## config.mk

```make
export PLATFORM = sky130hd
export DESIGN_NAME = genome_crossover_mutation
export DESIGN_NICKNAME = d
export VERILOG_FILES = /design/src/design/gcm_pkg.sv /design/src/design/genome_crossover_mutation.sv /design/src/design/gcm_mod.sv /design/src/design/gcm_rng.sv
export SDC_FILE = /design/constraint.sdc
export NUM_CORES = 2
export LEC_CHECK = 0
export BUFFER_PORTS_ARGS = -buffer_cell sky130_fd_sc_hd__buf_4
export CAP_MARGIN = 10
export CORE_UTILIZATION = 45
export CTS_CLUSTER_SIZE = 16
export DETAILED_ROUTE_END_ITERATION = 6
export PLACE_DENSITY_LB_ADDON = 0.2
export SLEW_MARGIN = 20
export SYNTH_ARGS = -nofsm -noshare
export SYNTH_HDL_FRONTEND = slang
export SYNTH_SLANG_ARGS = --single-unit
```

## constraint.sdc

```tcl
create_clock -name clk -period 11.2 [get_ports clk]
set_clock_uncertainty 0.2 [all_clocks]
set_input_delay 2.24 -clock clk [delete_from_list [all_inputs] [get_ports clk]]
set_output_delay 2.24 -clock clk [all_outputs]
set_load 0.01 [all_outputs]
```

## src/design/gcm_pkg.sv

```systemverilog
package gcm_pkg;

  // Configuration port
  typedef logic [1:0]  cfg_idx_t;
  typedef logic [53:0] cfg_data_t;
  typedef logic [53:0] thr_t;

  localparam cfg_idx_t CFG_GENOME_LENGTH = 2'd0;
  localparam cfg_idx_t CFG_CX_THRESHOLD  = 2'd1;
  localparam cfg_idx_t CFG_MUT_THRESHOLD = 2'd2;

  localparam logic [6:0] GENOME_LENGTH_RST = 7'd64;
  localparam thr_t       CX_THRESHOLD_RST  = 54'd6305039478318694;  // 0.7
  localparam thr_t       MUT_THRESHOLD_RST = 54'd140737488355328;   // 1/64

  // Longest genome the 64-bit datapath holds
  localparam logic [6:0] MAX_GENES = 7'd64;

  // Operation codes
  localparam logic [1:0] OP_SINGLE  = 2'd0;
  localparam logic [1:0] OP_TWO     = 2'd1;
  localparam logic [1:0] OP_UNIFORM = 2'd2;
  localparam logic [1:0] OP_MUTATE  = 2'd3;

  // Generator constants
  localparam logic [63:0] GEN_RST = 64'd314159;
  localparam logic [63:0] LCG_MUL = 64'd6364136223846793005;
  localparam logic [63:0] LCG_ADD = 64'd1442695040888963407;
  localparam logic [63:0] MIX_K1  = 64'hff51afd7ed558ccd;
  localparam logic [63:0] MIX_K2  = 64'hc4ceb9fe1a85ec53;

  typedef struct packed {
    logic [1:0]  op;
    logic [63:0] parent_a;
    logic [63:0] parent_b;
    logic        load_seed;
    logic [63:0] seed_value;
  } gcm_in_t;

  typedef struct packed {
    logic [63:0] child_a;
    logic [63:0] child_b;
    logic [63:0] seed_out;
  } gcm_out_t;

  // Generator control from the sequencer
  typedef struct packed {
    logic load;
    logic start;
  } gcm_rng_req_t;

endpackage

```

## src/design/genome_crossover_mutation.sv

```systemverilog
// Each generator draw forms three 64-bit products, each in three passes through the
//   shared 32x32 multiplier plus a finish step, and then hands the draw off.
// Uniform and mutate take one draw per gene for genome length L; single-point takes one
//   draw, plus a second draw and a 64-step serial remainder when it crosses; two-point
//   takes two draws and two 64-step serial remainders.
// Throughput: one request at a time; the next request is taken once the result is
//   registered, even while that result waits on out_ready.
// Reset: synchronous active-low; generator state 314159, registers to defaults.
module genome_crossover_mutation (
  input  logic               clk,
  input  logic               rst_n,
  input  logic               in_valid,
  output logic               in_ready,
  input  gcm_pkg::gcm_in_t   in_data,
  output logic               out_valid,
  input  logic               out_ready,
  output gcm_pkg::gcm_out_t  out_data,
  input  logic               cfg_we,
  input  gcm_pkg::cfg_idx_t  cfg_idx,
  input  gcm_pkg::cfg_data_t cfg_wdata
);
  import gcm_pkg::*;

  typedef enum logic [4:0] {
    S_IDLE = 5'b00001,
    S_DRAW = 5'b00010,
    S_WAIT = 5'b00100,
    S_MOD  = 5'b01000,
    S_OUT  = 5'b10000
  } state_t;

  state_t       state_r;
  logic [6:0]   len_cfg_r;
  thr_t         cx_thr_r;
  thr_t         mut_thr_r;
  logic [1:0]   op_r;
  logic [63:0]  a_r;
  logic [63:0]  b_r;
  logic [63:0]  ca_r;
  logic [63:0]  cb_r;
  logic [6:0]   len_r;
  logic [5:0]   idx_r;
  logic         phase_r;
  logic [5:0]   p1_r;
  logic         out_valid_r;
  gcm_out_t     out_r;

  logic [6:0]   len_eff;
  logic [63:0]  gmask;
  logic         accept;
  logic         out_load;
  gcm_rng_req_t rng_req;
  logic [63:0]  rng_draw;
  logic         rng_done;
  logic [63:0]  rng_state;
  logic         mod_start;
  logic [6:0]   mod_div;
  logic [5:0]   mod_rem;
  logic         mod_done;
  logic [53:0]  draw_fix;
  logic         cx_pass;
  logic         mut_pass;
  logic         swap;
  logic         last_bit;
  logic [63:0]  pt_mask;
  logic [5:0]   span_lo;
  logic [5:0]   span_hi;
  logic [63:0]  span;

  function automatic logic [63:0] low_mask(input logic [6:0] n);
    logic [63:0] m;
    for (int i = 0; i < 64; i++) begin
      m[i] = (7'(i) < n);
    end
    return m;
  endfunction

  // Effective genome length and mask
  always_comb begin
    if (len_cfg_r < 7'd2) begin
      len_eff = 7'd2;
    end else if (len_cfg_r > MAX_GENES) begin
      len_eff = MAX_GENES;
    end else begin
      len_eff = len_cfg_r;
    end
    gmask = low_mask(len_eff);
  end

  assign in_ready = (state_r == S_IDLE);
  assign accept   = in_valid && in_ready;
  assign out_load = (state_r == S_OUT) && (!out_valid_r || out_ready);

  // Generator
  assign rng_req = '{load: accept && in_data.load_seed, start: (state_r == S_DRAW)};

  gcm_rng u_rng (
    .clk   (clk),
    .rst_n (rst_n),
    .req   (rng_req),
    .seed  (in_data.seed_value),
    .draw  (rng_draw),
    .done  (rng_done),
    .state (rng_state)
  );

  // Remainder of a draw by L or L-1
  assign mod_start = (state_r == S_WAIT) && rng_done &&
                     ((op_r == OP_TWO) || ((op_r == OP_SINGLE) && phase_r));
  assign mod_div   = (op_r == OP_SINGLE) ? (len_r - 7'd1) : len_r;

  gcm_mod u_mod (
    .clk      (clk),
    .rst_n    (rst_n),
    .start    (mod_start),
    .dividend (rng_draw),
    .divisor  (mod_div),
    .rem      (mod_rem),
    .done     (mod_done)
  );

  // Draw tests and crossover masks
  always_comb begin
    draw_fix = {1'b0, rng_draw[63:11]};
    cx_pass  = (draw_fix < cx_thr_r);
    mut_pass = (draw_fix < mut_thr_r);
    swap     = !rng_draw[63];
    last_bit = ({1'b0, idx_r} == (len_r - 7'd1));
    pt_mask  = low_mask(7'(mod_rem) + 7'd1);
    if (p1_r > mod_rem) begin
      span_lo = mod_rem;
      span_hi = p1_r;
    end else begin
      span_lo = p1_r;
      span_hi = mod_rem;
    end
    span = low_mask(7'(span_hi) + 7'd1) & ~low_mask(7'(span_lo));
  end

  // Configuration registers
  always_ff @(posedge clk) begin
    if (!rst_n) begin
      len_cfg_r <= GENOME_LENGTH_RST;
      cx_thr_r  <= CX_THRESHOLD_RST;
      mut_thr_r <= MUT_THRESHOLD_RST;
    end else if (cfg_we) begin
      unique case (cfg_idx)
        CFG_GENOME_LENGTH: len_cfg_r <= cfg_wdata[6:0];
        CFG_CX_THRESHOLD:  cx_thr_r  <= cfg_wdata;
        CFG_MUT_THRESHOLD: mut_thr_r <= cfg_wdata;
        default: ;
      endcase
    end
  end

  // Sequencer
  always_ff @(posedge clk) begin
    if (!rst_n) begin
      state_r     <= S_IDLE;
      out_valid_r <= 1'b0;
      phase_r     <= 1'b0;
      idx_r       <= '0;
    end else begin
      // result register: load a new result or drop the one taken
      if (out_load) begin
        out_valid_r <= 1'b1;
      end else if (out_valid_r && out_ready) begin
        out_valid_r <= 1'b0;
      end
      unique case (state_r)
        S_IDLE: begin
          if (accept) begin
            op_r    <= in_data.op;
            a_r     <= in_data.parent_a & gmask;
            b_r     <= in_data.parent_b & gmask;
            ca_r    <= in_data.parent_a & gmask;
            cb_r    <= in_data.parent_b & gmask;
            len_r   <= len_eff;
            idx_r   <= '0;
            phase_r <= 1'b0;
            state_r <= S_DRAW;
          end
        end
        S_DRAW: state_r <= S_WAIT;
        S_WAIT: begin
          if (rng_done) begin
            unique case (op_r)
              OP_SINGLE: begin
                if (phase_r) begin
                  state_r <= S_MOD;
                end else if (cx_pass) begin
                  phase_r <= 1'b1;
                  state_r <= S_DRAW;
                end else begin
                  state_r <= S_OUT;
                end
              end
              OP_TWO: state_r <= S_MOD;
              OP_UNIFORM: begin
                if (swap) begin
                  ca_r[idx_r] <= b_r[idx_r];
                  cb_r[idx_r] <= a_r[idx_r];
                end
                idx_r   <= idx_r + 6'd1;
                state_r <= last_bit ? S_OUT : S_DRAW;
              end
              default: begin
                if (mut_pass) begin
                  ca_r[idx_r] <= ~a_r[idx_r];
                end
                idx_r   <= idx_r + 6'd1;
                state_r <= last_bit ? S_OUT : S_DRAW;
              end
            endcase
          end
        end
        S_MOD: begin
          if (mod_done) begin
            if (op_r == OP_SINGLE) begin
              ca_r    <= (a_r & pt_mask) | (b_r & ~pt_mask);
              cb_r    <= (b_r & pt_mask) | (a_r & ~pt_mask);
              state_r <= S_OUT;
            end else if (!phase_r) begin
              p1_r    <= mod_rem;
              phase_r <= 1'b1;
              state_r <= S_DRAW;
            end else begin
              ca_r    <= (a_r & ~span) | (b_r & span);
              cb_r    <= (b_r & ~span) | (a_r & span);
              state_r <= S_OUT;
            end
          end
        end
        S_OUT: begin
          if (out_load) begin
            out_r.child_a  <= ca_r;
            out_r.child_b  <= cb_r;
            out_r.seed_out <= rng_state;
            state_r        <= S_IDLE;
          end
        end
        default: state_r <= S_IDLE;
      endcase
    end
  end

  assign out_valid = out_valid_r;
  assign out_data  = out_r;

`ifndef SYNTHESIS
  a_rng_done_waited: assert property (@(posedge clk) disable iff (!rst_n)
    rng_done |-> (state_r == S_WAIT))
    else $error("generator finished outside its wait state");

  a_mod_done_waited: assert property (@(posedge clk) disable iff (!rst_n)
    mod_done |-> (state_r == S_MOD))
    else $error("remainder finished outside its wait state");

  a_mod_div_nonzero: assert property (@(posedge clk) disable iff (!rst_n)
    mod_start |-> (mod_div != 7'd0))
    else $error("remainder started with zero divisor");

  a_seed_out_match: assert property (@(posedge clk) disable iff (!rst_n)
    $rose(out_valid_r) |-> (out_r.seed_out == rng_state))
    else $error("result seed differs from generator state");
`endif

endmodule

```

## src/design/gcm_mod.sv

```systemverilog
module gcm_mod (
  input  logic        clk,
  input  logic        rst_n,
  input  logic        start,
  input  logic [63:0] dividend,
  input  logic [6:0]  divisor,
  output logic [5:0]  rem,
  output logic        done
);
  import gcm_pkg::*;

  logic [63:0] quo_r;
  logic [6:0]  rem_r;
  logic [6:0]  div_r;
  logic [5:0]  cnt_r;
  logic        busy_r;
  logic        done_r;
  logic [7:0]  trial;
  logic [6:0]  rem_nxt;

  // One restoring remainder step per cycle, MSB first
  always_comb begin
    trial = {rem_r, quo_r[63]};
    if (trial >= {1'b0, div_r}) begin
      rem_nxt = 7'(trial - {1'b0, div_r});
    end else begin
      rem_nxt = trial[6:0];
    end
  end

  always_ff @(posedge clk) begin
    if (!rst_n) begin
      busy_r <= 1'b0;
      done_r <= 1'b0;
      cnt_r  <= '0;
    end else begin
      done_r <= 1'b0;
      if (start) begin
        quo_r  <= dividend;
        div_r  <= divisor;
        rem_r  <= '0;
        cnt_r  <= '0;
        busy_r <= 1'b1;
      end else if (busy_r) begin
        rem_r <= rem_nxt;
        quo_r <= {quo_r[62:0], 1'b0};
        cnt_r <= cnt_r + 6'd1;
        if (cnt_r == 6'd63) begin
          busy_r <= 1'b0;
          done_r <= 1'b1;
        end
      end
    end
  end

  // remainder is below a divisor of at most 64
  assign rem  = rem_r[5:0];
  assign done = done_r;

endmodule

```

## src/design/gcm_rng.sv

```systemverilog
module gcm_rng (
  input  logic                  clk,
  input  logic                  rst_n,
  input  gcm_pkg::gcm_rng_req_t req,
  input  logic [63:0]           seed,
  output logic [63:0]           draw,
  output logic                  done,
  output logic [63:0]           state
);
  import gcm_pkg::*;

  typedef enum logic [2:0] {
    R_IDLE = 3'b001,
    R_MUL  = 3'b010,
    R_FIN  = 3'b100
  } rng_state_t;

  localparam logic [1:0] SEL_LCG = 2'd0;
  localparam logic [1:0] SEL_K1  = 2'd1;
  localparam logic [1:0] SEL_K2  = 2'd2;

  rng_state_t  fsm_r;
  logic [63:0] gen_r;
  logic [63:0] x_r;
  logic [63:0] acc_r;
  logic [63:0] draw_r;
  logic [1:0]  step_r;
  logic [1:0]  sel_r;
  logic        done_r;

  logic [63:0] k;
  logic [31:0] mul_a;
  logic [31:0] mul_b;
  logic [63:0] prod;
  logic [63:0] acc_nxt;
  logic [63:0] lcg_s;

  function automatic logic [63:0] mix(input logic [63:0] v);
    return v ^ (v >> 33);
  endfunction

  // Constant for the current product
  always_comb begin
    unique case (sel_r)
      SEL_LCG: k = LCG_MUL;
      SEL_K1:  k = MIX_K1;
      default: k = MIX_K2;
    endcase
  end

  // Shared 32x32 multiplier: low 64 bits of a 64x64 product in three passes
  always_comb begin
    unique case (step_r)
      2'd0:    begin mul_a = x_r[31:0];  mul_b = k[31:0];  end
      2'd1:    begin mul_a = x_r[63:32]; mul_b = k[31:0];  end
      default: begin mul_a = x_r[31:0];  mul_b = k[63:32]; end
    endcase
    prod = mul_a * mul_b;
    if (step_r == 2'd0) begin
      acc_nxt = prod;
    end else begin
      acc_nxt = {acc_r[63:32] + prod[31:0], acc_r[31:0]};
    end
    lcg_s = acc_r + LCG_ADD;
  end

  always_ff @(posedge clk) begin
    if (!rst_n) begin
      fsm_r  <= R_IDLE;
      gen_r  <= GEN_RST;
      step_r <= '0;
      sel_r  <= SEL_LCG;
      done_r <= 1'b0;
    end else begin
      done_r <= 1'b0;
      unique case (fsm_r)
        R_IDLE: begin
          if (req.load) begin
            gen_r <= seed;
          end
          if (req.start) begin
            x_r    <= gen_r;
            sel_r  <= SEL_LCG;
            step_r <= '0;
            fsm_r  <= R_MUL;
          end
        end
        R_MUL: begin
          acc_r <= acc_nxt;
          if (step_r == 2'd2) begin
            step_r <= '0;
            fsm_r  <= R_FIN;
          end else begin
            step_r <= step_r + 2'd1;
          end
        end
        R_FIN: begin
          unique case (sel_r)
            SEL_LCG: begin
              gen_r <= lcg_s;
              x_r   <= mix(lcg_s);
              sel_r <= SEL_K1;
              fsm_r <= R_MUL;
            end
            SEL_K1: begin
              x_r   <= mix(acc_r);
              sel_r <= SEL_K2;
              fsm_r <= R_MUL;
            end
            default: begin
              draw_r <= mix(acc_r);
              done_r <= 1'b1;
              fsm_r  <= R_IDLE;
            end
          endcase
        end
        default: fsm_r <= R_IDLE;
      endcase
    end
  end

  assign draw  = draw_r;
  assign done  = done_r;
  assign state = gen_r;

endmodule

```

==> flow_summary.yaml <==
clock_tree:
  path_clk_slew_ns: 0.06
  clockBufferDepth: 3
  cts_made_buffers: 104
  ctsResizeCount: 0
  post_cts_buffers: 0
  root_buffer: "clkbuf_16"
  postCtsHoldBufs: 0
  cts_tree: "done"
  cts_max_level: 3
  insertion_delay_ns: 0.81
  cts.sink_count: 941
routing:
  vias: 66900
  routed_wl_mm: 354
  wl_met1_mm: 132
  highest_layer: "met5"
  drtAntennaViolNets: 0
  first_pass_iters: 7
  drtIter0Drc: 6888
  wl_met3_mm: 24.4
  via_per_inst: 5.92
  wl_per_cell_um: 31.3
  wl_met2_mm: 167
  drc: 1
synthesis:
  synthesis.area_sq_mm: 0.0825
  synth-edff-count: 733
  synth_seq_cells: 941
  yosysTopAreaCell: "edfxtp_1"
  yosysSeqAreaShare_pct: 31.7
  synth.net_count: 10100
  synthMuxAreaShare_pct: 4.44
  yosys_warnings: 0
  synthTopCellsByArea: "edfxtp_1, fa_1, ha_1"
  synth-simple-area-share_pct: 13.9
  synth_xor_area_share_pct: 3.01
  synth_top_family_by_area: "adder cells"
  synth_top_area_share_pct: 26.7
  synthArstFlopShare_pct: 0
  synthFlopType: "edfxtp_1"
  synth-adder-area-share_pct: 27.8
  synth_compound_area_share_pct: 11.7
  syn-mean-instance-area_sq_um: 9.72
  synthCells: 8486
  synth.distinct_cells: 126
  synth_most_common_cell: "inv_1"
  netlist_top_cells_count: "inv_1, nand2_1, fa_1"
placed_design:
  dpl_worst_slack_ns: 0.624
  dp_hpwl_mm: 285
  io_buffers: 449
  gp_congestion: 1.08
critical_path:
  critPathLaunchType: "flip-flop"
  r2r-start: "u_rng.sel_r[1]"
  path_depth: 35
  end_kind: "flip-flop"
  crit_path_start: "u_rng.sel_r[1]"
  cp-endpoint: "u_rng.acc_r[60]"
  cp.required_ns: 11.54
  cpPeakStageDelay_ns: 0.80
  worstPathMaxFanout: 25
  rrSetupSlack_ns: 0.46
  r2r-end: "u_rng.acc_r[60]"
  cp_slowest_cell: "dfxtp_2"
  cp_num_buf_inv: 9
  worst-r2r-cell-count: 35
  cp_top_family: "adder cells"
  critPathKind: "reg -> reg"
  worstPathArrival_ns: 11.08
sta:
  finalHoldViolCount: 0
  fmax_ghz: 0.0931
  slew_viol_final: 0
  fin_crit_ns: 10.74
  finalWorstSetupSlack_ns: 0.462
  rsz0062_at_grt: "no"
  finalSetupViolCount: 0
  finalCritPeriodShare_pct: 95.9
  relSlewSlack_pct: 18.4
  finalSetupTns_ns: 0
  worst_slew_pin_slew_ns: 1.21
flow_run:
  cap_violations: 0
floorplanning:
  start_util_pct: 45.5
  die_h_um: 430
  core_area_sq_mm: 0.182
  pin_count: 450
  rows: 156
  dieArea_sq_mm: 0.185
  die_x_um: 430
global_routing:
  grt_pass1_vias: 66400
  grt-ovfl-total: 0
  antenna_found_initial: 14
  grt_max_degree: 124
  grt_use_total_pct: 38.2
  grt_pass1_wl_mm: 499
finish:
  fin_util_pct: 51.0
  area_growth_pct: 12.1
  finish.net_count: 10400
  drive_gt1_share_pct: 11.6
run_status:
  failed_checks: "DRC"
  status: "complete, but fails checks"
min_path:
  hold_path_class: "reg -> reg"
layout by cell type, fill, tap and decap left out, types with 167 or more instances in the layout:
cell      count
dfxtp_1     202
xnor2_1     167
a21oi_1     340
mux2i_1     261
nand2_1    1077
nor2_1      757
o21ai_0     275
inv_1      1174
edfxtp_1    733
fa_1        866
buf_4       638
ha_1        446
worst reg2reg max path: cells and delay by family (launching register included):
kind            cells  cell delay [ns]
compound gates      7             2.00
xor+xnor            2             0.67
fa+ha+maj          10             4.14
buf+inv             9             1.25
flops               1             0.80
simple gates        7             1.48
routing by layer:
metal,GRT usage [%],vias to the layer above
met2,62.1,3444
li1,-,29100
met3,6.16,869
met1,46.0,33500
met4,27.7,12
met5,0,-
area by class of cell:
type / instances / area, sq um
Multi-Input combinational cell: 5952 / 50400
Fill cell: 16900 / 89000
Clock buffer: 133 / 2770
Tap cell: 2370 / 2970
Sequential cell: 941 / 26200
Clock inverter: 63 / 772
Timing Repair Buffer: 645 / 4920
Antenna cell: 13 / 32.5
Inverter: 1177 / 4420
state kept, by name, summed over array words and instances (netlist names), 54 cells and up:
name,count
u_rng.state,64
u_rng.draw,64
u_mod.quo_r,64
mut_thr_r,54
a_r,64
u_rng.x_r,64
out_data,192
ca_r,64
cb_r,64
u_rng.acc_r,64
cx_thr_r,54
b_r,64
stage by stage:
stage	cells	hold slack [ns]	instance area [sq um]
global placement	11100	0.236	88900
finish	11300	0.223	92500
floorplan	8486	0.220	82500
CTS	11300	0.219	92400
global route	11300	0.229	92500
detailed placement	11100	0.235	88900
worst min path at each step:
stage / start / end / slack (ns) / depth (start not counted)
6_report: ca_r[36] / out_data[164] / 0.22 / 0
5_1_grt: ca_r[36] / out_data[164] / 0.23 / 0
4_1_cts: ca_r[36] / out_data[164] / 0.22 / 0
3_5_place_dp: ca_r[25] / out_data[153] / 0.24 / 0
3_3_place_gp: ca_r[35] / out_data[163] / 0.24 / 0
2_1_floorplan: ca_r[49] / out_data[177] / 0.22 / 0
cells by family after synthesis:
| group | count (synthesis) |
|---|---|
| muxes | 347 |
| adders and majority gates | 1313 |
| buffers and inverters | 1593 |
| DFF | 941 |
| xor gates and xnor gates | 281 |
| and+or+nand+nor | 2582 |
| AOI/OAI and AO/OA | 1429 |
Power is left out: the tool's default activity adds up to more than one toggle a clock period on the data nets, which glitch-free logic cannot reach.
